--- config.mk ---
export PLATFORM = sky130hd
export DESIGN_NAME = fp32_scaled_vector_add
export DESIGN_NICKNAME = d
export VERILOG_FILES = /design/src/rtl/core/fpsv_pkg.sv /design/src/rtl/core/fpsv_norm_round.sv /design/src/rtl/core/fp32_scaled_vector_add.sv
export SDC_FILE = /design/constraint.sdc
export NUM_CORES = 2
export LEC_CHECK = 0
export BUFFER_PORTS_ARGS = -buffer_cell sky130_fd_sc_hd__buf_2
export CORE_UTILIZATION = 40
export DETAILED_ROUTE_END_ITERATION = 10
export PLACE_DENSITY = 0.61
export SYNTH_ARGS = -nofsm -noshare
export SYNTH_HDL_FRONTEND = slang
export SYNTH_SLANG_ARGS = --single-unit
export TNS_END_PERCENT = 100
--- constraint.sdc ---
create_clock -name clk -period 44.7 [get_ports clk]
set_input_delay 8.94 -clock clk [delete_from_list [all_inputs] [get_ports clk]]
set_output_delay 8.94 -clock clk [all_outputs]
set_load 0.03 [all_outputs]
--- src/rtl/core/fpsv_pkg.sv ---
package fpsv_pkg;

	localparam int SigW     = 64;
	localparam int ExpW     = 12;
	localparam int DefSideW = 1;
	localparam int AlignMax = 39;

	localparam logic [31:0] QNaN   = 32'h7FC0_0000;
	localparam logic [31:0] PosInf = 32'h7F80_0000;

	// operand for the normalize/round unit: value = (-1)^sign * sig * 2^exp,
	// unless spec is set, in which case spec_bits is the result
	typedef struct packed {
		logic                   sign;
		logic [SigW-1:0]        sig;
		logic signed [ExpW-1:0] exp;
		logic                   spec;
		logic [31:0]            spec_bits;
	} nr_in_t;

	function automatic logic is_nan(input logic [31:0] v);
		return (v[30:23] == 8'hFF) && (v[22:0] != 23'd0);
	endfunction

	function automatic logic is_inf(input logic [31:0] v);
		return (v[30:23] == 8'hFF) && (v[22:0] == 23'd0);
	endfunction

	function automatic logic [23:0] unpack_sig(input logic [31:0] v);
		return (v[30:23] == 8'd0) ? {1'b0, v[22:0]} : {1'b1, v[22:0]};
	endfunction

	// exponent of the significand's lsb
	function automatic logic signed [ExpW-1:0] unpack_exp(input logic [31:0] v);
		return (v[30:23] == 8'd0) ? -ExpW'(149) : $signed(ExpW'(v[30:23])) - ExpW'(150);
	endfunction

	function automatic logic [5:0] msb_pos(input logic [SigW-1:0] v);
		logic [5:0] p;
		p = 6'd0;
		for (int i = 0; i < SigW; i++) begin
			if (v[i]) p = 6'(i);
		end
		return p;
	endfunction

endpackage

--- src/rtl/core/fpsv_norm_round.sv ---
module fpsv_norm_round #(
	parameter int SIDE_W = fpsv_pkg::DefSideW
) (
	input  logic               clk,
	input  logic               arst_n,
	input  logic               en,
	input  logic               in_valid,
	input  fpsv_pkg::nr_in_t   in_op,
	input  logic [SIDE_W-1:0]  in_side,
	output logic               out_valid,
	output logic [31:0]        out_bits,
	output logic [SIDE_W-1:0]  out_side
);

	localparam int EW = fpsv_pkg::ExpW;

	// stage A: leading one and shift amount
	logic                  valid_s1;
	fpsv_pkg::nr_in_t      op_s1;
	logic signed [EW-1:0]  sh_s1;
	logic [SIDE_W-1:0]     side_s1;

	logic [5:0]            p_c;
	logic signed [EW-1:0]  shift_c, lim_c, sh_c;

	always_comb begin
		p_c     = fpsv_pkg::msb_pos(in_op.sig);
		shift_c = $signed(EW'(p_c)) - EW'(23);
		lim_c   = -EW'(149) - in_op.exp;
		sh_c    = (lim_c > shift_c) ? lim_c : shift_c;
	end

	always_ff @(posedge clk or negedge arst_n) begin
		if (!arst_n) begin
			valid_s1 <= 1'b0;
		end else if (en) begin
			valid_s1 <= in_valid;
		end
	end

	always_ff @(posedge clk) begin
		if (en) begin
			op_s1   <= in_op;
			sh_s1   <= sh_c;
			side_s1 <= in_side;
		end
	end

	// stage B: shift, round to nearest even, pack
	logic [127:0]          ext_c;
	logic [6:0]            rs_c;
	logic [24:0]           m_c;
	logic signed [EW-1:0]  e2_c, biased_c;
	logic                  ru_c;
	logic [31:0]           res_c;

	always_comb begin
		ext_c = '0;
		rs_c  = '0;
		ru_c  = 1'b0;
		e2_c  = op_s1.exp + sh_s1;
		if (sh_s1 <= 0) begin
			m_c = 25'(op_s1.sig << 5'(-sh_s1));
		end else begin
			rs_c  = (sh_s1 > EW'(127)) ? 7'd127 : 7'(sh_s1);
			ext_c = {op_s1.sig, 64'd0} >> rs_c;
			ru_c  = ext_c[63] & ((|ext_c[62:0]) | ext_c[64]);
			m_c   = 25'(ext_c[127:64]) + 25'(ru_c);
		end
		if (m_c[24]) begin
			m_c  = m_c >> 1;
			e2_c = e2_c + EW'(1);
		end
		biased_c = e2_c + EW'(150);
		if (op_s1.spec) begin
			res_c = op_s1.spec_bits;
		end else if (m_c == 25'd0) begin
			res_c = {op_s1.sign, 31'd0};
		end else if (m_c[23]) begin
			if (biased_c >= EW'(255)) res_c = {op_s1.sign, 31'd0} | fpsv_pkg::PosInf;
			else res_c = {op_s1.sign, 8'(biased_c), m_c[22:0]};
		end else begin
			res_c = {op_s1.sign, 8'd0, m_c[22:0]};
		end
	end

	always_ff @(posedge clk or negedge arst_n) begin
		if (!arst_n) begin
			out_valid <= 1'b0;
		end else if (en) begin
			out_valid <= valid_s1;
		end
	end

	always_ff @(posedge clk) begin
		if (en) begin
			out_bits <= res_c;
			out_side <= side_s1;
		end
	end

endmodule

--- src/rtl/core/fp32_scaled_vector_add.sv ---
// An input transfer passes stages s1 through s7 before its result is valid.
// Throughput: one element per cycle; the whole pipeline advances together
// whenever the output register is empty or its result is taken.
// Reset clears all valid bits and sets the scale register to +0.0.
// The scale register accepts a write every cycle.
module fp32_scaled_vector_add (
	input  logic        clk,
	input  logic        arst_n,
	input  logic        cfg_valid,
	output logic        cfg_ready,
	input  logic [31:0] scale_bits,
	input  logic        in_valid,
	output logic        in_ready,
	input  logic [31:0] x_bits,
	input  logic [31:0] y_bits,
	input  logic        is_last,
	output logic        out_valid,
	input  logic        out_ready,
	output logic [31:0] sum_bits,
	output logic        last_out
);

	localparam int EW = fpsv_pkg::ExpW;

	logic en;
	logic [31:0] scale_q;

	assign en        = !out_valid || out_ready;
	assign in_ready  = en;
	assign cfg_ready = 1'b1;

	always_ff @(posedge clk or negedge arst_n) begin
		if (!arst_n) begin
			scale_q <= '0;
		end else if (cfg_valid) begin
			scale_q <= scale_bits;
		end
	end

	// s1: multiply significands
	logic             valid_s1;
	fpsv_pkg::nr_in_t mop_s1;
	logic [32:0]      side_s1;
	fpsv_pkg::nr_in_t mop_c;
	logic             msign_c;
	logic [47:0]      mprod_c;

	always_comb begin
		msign_c        = scale_q[31] ^ x_bits[31];
		mprod_c        = fpsv_pkg::unpack_sig(scale_q) * fpsv_pkg::unpack_sig(x_bits);
		mop_c.sign     = msign_c;
		mop_c.sig      = 64'(mprod_c);
		mop_c.exp      = fpsv_pkg::unpack_exp(scale_q) + fpsv_pkg::unpack_exp(x_bits);
		mop_c.spec     = 1'b0;
		mop_c.spec_bits = '0;
		if (fpsv_pkg::is_nan(scale_q) || fpsv_pkg::is_nan(x_bits)) begin
			mop_c.spec      = 1'b1;
			mop_c.spec_bits = fpsv_pkg::QNaN;
		end else if (fpsv_pkg::is_inf(scale_q) || fpsv_pkg::is_inf(x_bits)) begin
			mop_c.spec = 1'b1;
			if (scale_q[30:0] == 31'd0 || x_bits[30:0] == 31'd0)
				mop_c.spec_bits = fpsv_pkg::QNaN;
			else
				mop_c.spec_bits = {msign_c, 31'd0} | fpsv_pkg::PosInf;
		end
	end

	always_ff @(posedge clk or negedge arst_n) begin
		if (!arst_n) begin
			valid_s1 <= 1'b0;
		end else if (en) begin
			valid_s1 <= in_valid;
		end
	end

	always_ff @(posedge clk) begin
		if (en) begin
			mop_s1  <= mop_c;
			side_s1 <= {y_bits, is_last};
		end
	end

	// s2, s3: round product
	logic        valid_s3;
	logic [31:0] prod_s3;
	logic [32:0] side_s3;

	fpsv_norm_round #(.SIDE_W(33)) u_mul_round (
		.clk       (clk),
		.arst_n    (arst_n),
		.en        (en),
		.in_valid  (valid_s1),
		.in_op     (mop_s1),
		.in_side   (side_s1),
		.out_valid (valid_s3),
		.out_bits  (prod_s3),
		.out_side  (side_s3)
	);

	// s4: order operands and align
	logic                 valid_s4, last_s4;
	logic [63:0]          big_s4, small_s4;
	logic signed [EW-1:0] e_s4;
	logic                 sgnb_s4, sgns_s4, spec_s4;
	logic [31:0]          specb_s4;

	logic [31:0]          a_c, b_c;
	logic [23:0]          sa_c, sb_c, bg_c, sm_c;
	logic signed [EW-1:0] ea_c, eb_c, ed_c, emin_c;
	logic [8:0]           diff_c;
	logic [7:0]           k_c;
	logic [6:0]           kk_c;
	logic [127:0]         ext_c;
	logic [63:0]          bigal_c, smal_c;
	logic signed [EW-1:0] eal_c;
	logic                 sgnb_c, sgns_c, spec_c;
	logic [31:0]          specb_c;

	always_comb begin
		a_c  = prod_s3;
		b_c  = side_s3[32:1];
		sa_c = fpsv_pkg::unpack_sig(a_c);
		sb_c = fpsv_pkg::unpack_sig(b_c);
		ea_c = fpsv_pkg::unpack_exp(a_c);
		eb_c = fpsv_pkg::unpack_exp(b_c);
		if (ea_c >= eb_c) begin
			bg_c = sa_c; sm_c = sb_c; emin_c = eb_c; ed_c = ea_c - eb_c;
			sgnb_c = a_c[31]; sgns_c = b_c[31];
		end else begin
			bg_c = sb_c; sm_c = sa_c; emin_c = ea_c; ed_c = eb_c - ea_c;
			sgnb_c = b_c[31]; sgns_c = a_c[31];
		end
		diff_c = 9'(ed_c);
		k_c    = '0;
		kk_c   = '0;
		ext_c  = '0;
		if (diff_c <= 9'(fpsv_pkg::AlignMax)) begin
			bigal_c = 64'(bg_c) << diff_c[5:0];
			smal_c  = 64'(sm_c);
			eal_c   = emin_c;
		end else begin
			// far apart: small shifts right by the excess, its lost bits ORed into a sticky bit
			k_c     = 8'(diff_c - 9'(fpsv_pkg::AlignMax));
			kk_c    = (k_c >= 8'd64) ? 7'd64 : k_c[6:0];
			ext_c   = {64'(sm_c), 64'd0} >> kk_c;
			bigal_c = 64'(bg_c) << fpsv_pkg::AlignMax;
			smal_c  = ext_c[127:64] | 64'(|ext_c[63:0]);
			eal_c   = emin_c + EW'(k_c);
		end
		spec_c  = 1'b0;
		specb_c = '0;
		if (fpsv_pkg::is_nan(a_c) || fpsv_pkg::is_nan(b_c)) begin
			spec_c  = 1'b1;
			specb_c = fpsv_pkg::QNaN;
		end else if (fpsv_pkg::is_inf(a_c) || fpsv_pkg::is_inf(b_c)) begin
			spec_c = 1'b1;
			if (fpsv_pkg::is_inf(a_c) && fpsv_pkg::is_inf(b_c) && (a_c[31] != b_c[31]))
				specb_c = fpsv_pkg::QNaN;
			else
				specb_c = fpsv_pkg::is_inf(a_c) ? a_c : b_c;
		end
	end

	always_ff @(posedge clk or negedge arst_n) begin
		if (!arst_n) begin
			valid_s4 <= 1'b0;
		end else if (en) begin
			valid_s4 <= valid_s3;
		end
	end

	always_ff @(posedge clk) begin
		if (en) begin
			big_s4   <= bigal_c;
			small_s4 <= smal_c;
			e_s4     <= eal_c;
			sgnb_s4  <= sgnb_c;
			sgns_s4  <= sgns_c;
			spec_s4  <= spec_c;
			specb_s4 <= specb_c;
			last_s4  <= side_s3[0];
		end
	end

	// s5: add or subtract magnitudes
	logic             valid_s5, last_s5;
	fpsv_pkg::nr_in_t aop_s5;
	fpsv_pkg::nr_in_t aop_c;

	always_comb begin
		aop_c.exp       = e_s4;
		aop_c.spec      = spec_s4;
		aop_c.spec_bits = specb_s4;
		if (sgnb_s4 == sgns_s4) begin
			aop_c.sign = sgnb_s4;
			aop_c.sig  = big_s4 + small_s4;
		end else if (big_s4 > small_s4) begin
			aop_c.sign = sgnb_s4;
			aop_c.sig  = big_s4 - small_s4;
		end else if (small_s4 > big_s4) begin
			aop_c.sign = sgns_s4;
			aop_c.sig  = small_s4 - big_s4;
		end else begin
			// exact cancellation gives +0
			aop_c.sign = 1'b0;
			aop_c.sig  = '0;
		end
	end

	always_ff @(posedge clk or negedge arst_n) begin
		if (!arst_n) begin
			valid_s5 <= 1'b0;
		end else if (en) begin
			valid_s5 <= valid_s4;
		end
	end

	always_ff @(posedge clk) begin
		if (en) begin
			aop_s5  <= aop_c;
			last_s5 <= last_s4;
		end
	end

	// s6, s7: round sum into the output register
	fpsv_norm_round #(.SIDE_W(1)) u_add_round (
		.clk       (clk),
		.arst_n    (arst_n),
		.en        (en),
		.in_valid  (valid_s5),
		.in_op     (aop_s5),
		.in_side   (last_s5),
		.out_valid (out_valid),
		.out_bits  (sum_bits),
		.out_side  (last_out)
	);

endmodule
==> metrics.md <==
| Metric | Value |
|---|---|
| Max Slew Vio Count | 0 |
| Most frequent cells in the layout | nand2_1, nor2_1, inv_1 |
| DP HPWL | 209 mm |
| First-pass GRT wire length | 405 mm |
| Vias per inst | 6.00 |
| 1st-iter DRT viols | roughly 6500 |
| Final Hold Viols | 0 |
| Clock sink total | 713 |
| FF-to-FF path depth | 27 |
| Ports | about 140 |
| Worst Hold End | u_add_round.op_s1[109] |
| Multi-input logic area | roughly 0.05 mm^2 |
| Hold_buf cts | 0 |
| Starting Density | 40.3% |
| Worst hold path depth | 0 |
| Synth Warn # | 0 |
| Top post-synthesis cells by area | edfxtp_1, fa_1, ha_1, nand2_1, mux2i_1 |
| Post-route cell area | 0.0817 mm^2 |
| Post-synth EDFFs | around 670 |
| Area of the core | 0.188 mm^2 |
| Area delta synth->final | 7.61% |
| Share of the synthesized area in the top cell type | a little over a quarter |
| CTS Buf Count | 77 |
| Startpoint Class | primary input |
| Hold Startpoint | aop_s5[109] |
| Clock latency on the worst-skew pair | 0.70 ns |
| CP Capture Type | output pin |
| Die ar. | 0.192 mm^2 |
| WP data arrival | approximately 9.8 ns |
| Area post-placement | just under 0.08 mm^2 |
| Root buffer cell | clkbuf_16 |
| Clock Tree Buf Depth | 3 |
| Clock transition at path regs | 0.07 ns |
| FMAX | approximately 0.053 GHz |
| Drt total wl | approximately 270 mm |
| Synth Cell Area | around 0.076 mm^2 |
| R2r setup slk | about 35 ns |
| CP max-delay cell | buf_2 |
| CTS tree | done |
| FF-to-FF End | small_s4[0] |
| Fin Clk Skew | 0.0432 ns |
| Residual DRC count | 0 |
| Final period util | 41.8% |
| Port bufs | 136 |
| Wire length per cell | 24.3 um |
| Initial antenna violation count | 4 |
| Crit path buf inv count | 2 |
| Post-DRT Antenna Nets | 0 |
| Most used cell, CP | buf_2 |
| Drt pass-1 iters | 6 |
| Status | completed |
| Commonest non-fill, non-tap cell in the layout | nand2_1 |
| Global-route usage over all layers | 27.5% |
| Relative slew slack | 5.48% |
| Main synth FF type | edfxtp_1 |
| Share of cells above drive strength 1 | 7.45% |
| Tightest Hold Check Type | register to register |
| H-tree depth | 3 |
| Mean area per synthesized cell | 8.75 um^2 |
| Row count | 159 |
| Die Y | 438 um |
| Critical path class | primary input to output pin |
| MaxCap Viol Count | 0 |
| Ys async rst share | 5.47% |
| Largest net degree at the start of global routing | around 130 |
| Final core occ | 43.4% |
| Vias | 66400 |
| Cell chain of the critical path | buf_2, nand2b_4, buf_2 |
| Post-CTS sizing | 0 |
| # fillers | around 19000 |
| Nets@finish | 9450 |
| Family with the most delay on the worst path | buffers and inverters |
| Grt ovf | 0 |
| Sequential-to-total area share from yosys stat | 27.9% |
| Crit Path Max Fanout | 26 |
| Synth unique cells | 99 |
| Post-Synthesis Cells | between 8000 and 9000 |
| RSZ-0062 raised after global routing | false |
| Synth area leader | edfxtp_1 |
| GP Congestion | approximately 0.99 |
| CP required | 35.76 ns |
| Worst path max stage delay | 0.38 ns |
| Final setup fails | 0 |
| Die extent in x | 438 um |
| Reg-to-reg critical path startpoint | u_mul_round.out_side[25] |
| #FFs+latches synth | approximately 700 |
| Post CTS Setup Buffer Count | 0 |
| Worst slew pin tran | 1.40 ns |
| Final min period | roughly 19 ns |
| Number of global-route vias before repair | 65400 |
| Setup_tns | 0 ns |
| Register area | 0.0212 mm^2 |
[Yosys cell counts (all sizes together), types with 148 or more instances]
cell	count
nor2	774
clkbuf	445
fa	491
xnor2	153
nand2	939
nand3	152
a21oi	449
and2	281
ha	345
o21ai	470
mux2i	338
inv	709
nor3	164
nor3b	148
edfxtp	674
[stage by stage]
stage | instances | hold slack [ns] | worst slack [ns]
2_1_floorplan | 8697 | 0.400 | 8.12
6_report | 11100 | 0.397 | 26.00
4_1_cts | 11100 | 0.405 | 25.98
3_3_place_gp | 10900 | 0.400 | 25.99
3_5_place_dp | 10900 | 0.405 | 25.98
5_1_grt | 11100 | 0.407 | 25.93
[flip-flops by register name (all words and copies together), names as in the netlist, 12 cells and up]
| name | count |
|---|---|
| aop_s5 | 110 |
| big_s4 | 64 |
| e_s4 | 12 |
| mop_s1 | 64 |
| scale_q | 32 |
| side_s1 | 33 |
| small_s4 | 24 |
| specb_s4 | 32 |
| u_add_round.op_s1 | 110 |
| u_add_round.out_bits | 32 |
| u_add_round.sh_s1 | 12 |
| u_mul_round.op_s1 | 64 |
| u_mul_round.out_bits | 32 |
| u_mul_round.out_side | 33 |
| u_mul_round.sh_s1 | 12 |
| u_mul_round.side_s1 | 33 |
[worst max path at each step]
stage / start / cells after the start / slack [ns] / to
detailed placement: out_ready / 3 / 25.98 / in_ready
floorplan: out_ready / 2 / 8.12 / in_ready
finish: out_ready / 3 / 26.00 / in_ready
CTS: out_ready / 3 / 25.98 / in_ready
global route: out_ready / 3 / 25.93 / in_ready
global placement: out_ready / 3 / 25.99 / in_ready
[per-layer routing]
layer	vias to the layer above	GRT usage, %	routed length, um
met2	2604	47.0	130000
met1	32500	32.7	104000
li1	30600	-	-
met4	0	17.8	19900
met3	685	2.99	14400
met5	-	0	0
[kinds of logic after synthesis]
logic type / count (synthesis) / share of synthesized area [%]
AO/OA/AOI/OAI: 2036 / 17.7
XOR/XNOR: 233 / 2.69
AND/OR/NAND/NOR: 3141 / 20.2
adder cells (fa/ha/maj): 836 / 18.6
multiplexers: 448 / 6.43
flip-flops: 713 / 27.9
buffers and inverters: 1266 / 6.38
other: 2 / 0.00989
[layout make-up]
type	instances	area share, %
sequential	713	26.0
multi-input combinational	6718	61.5
clock inverter	47	0.671
antenna	3	0.00919
inverter	715	3.29
timing repair buffer	287	2.22
clock buffer	94	2.49
tap	2495	3.82
Power is not shown: default switching activity piles up to over one toggle a cycle in this logic, so the estimate is an artifact.
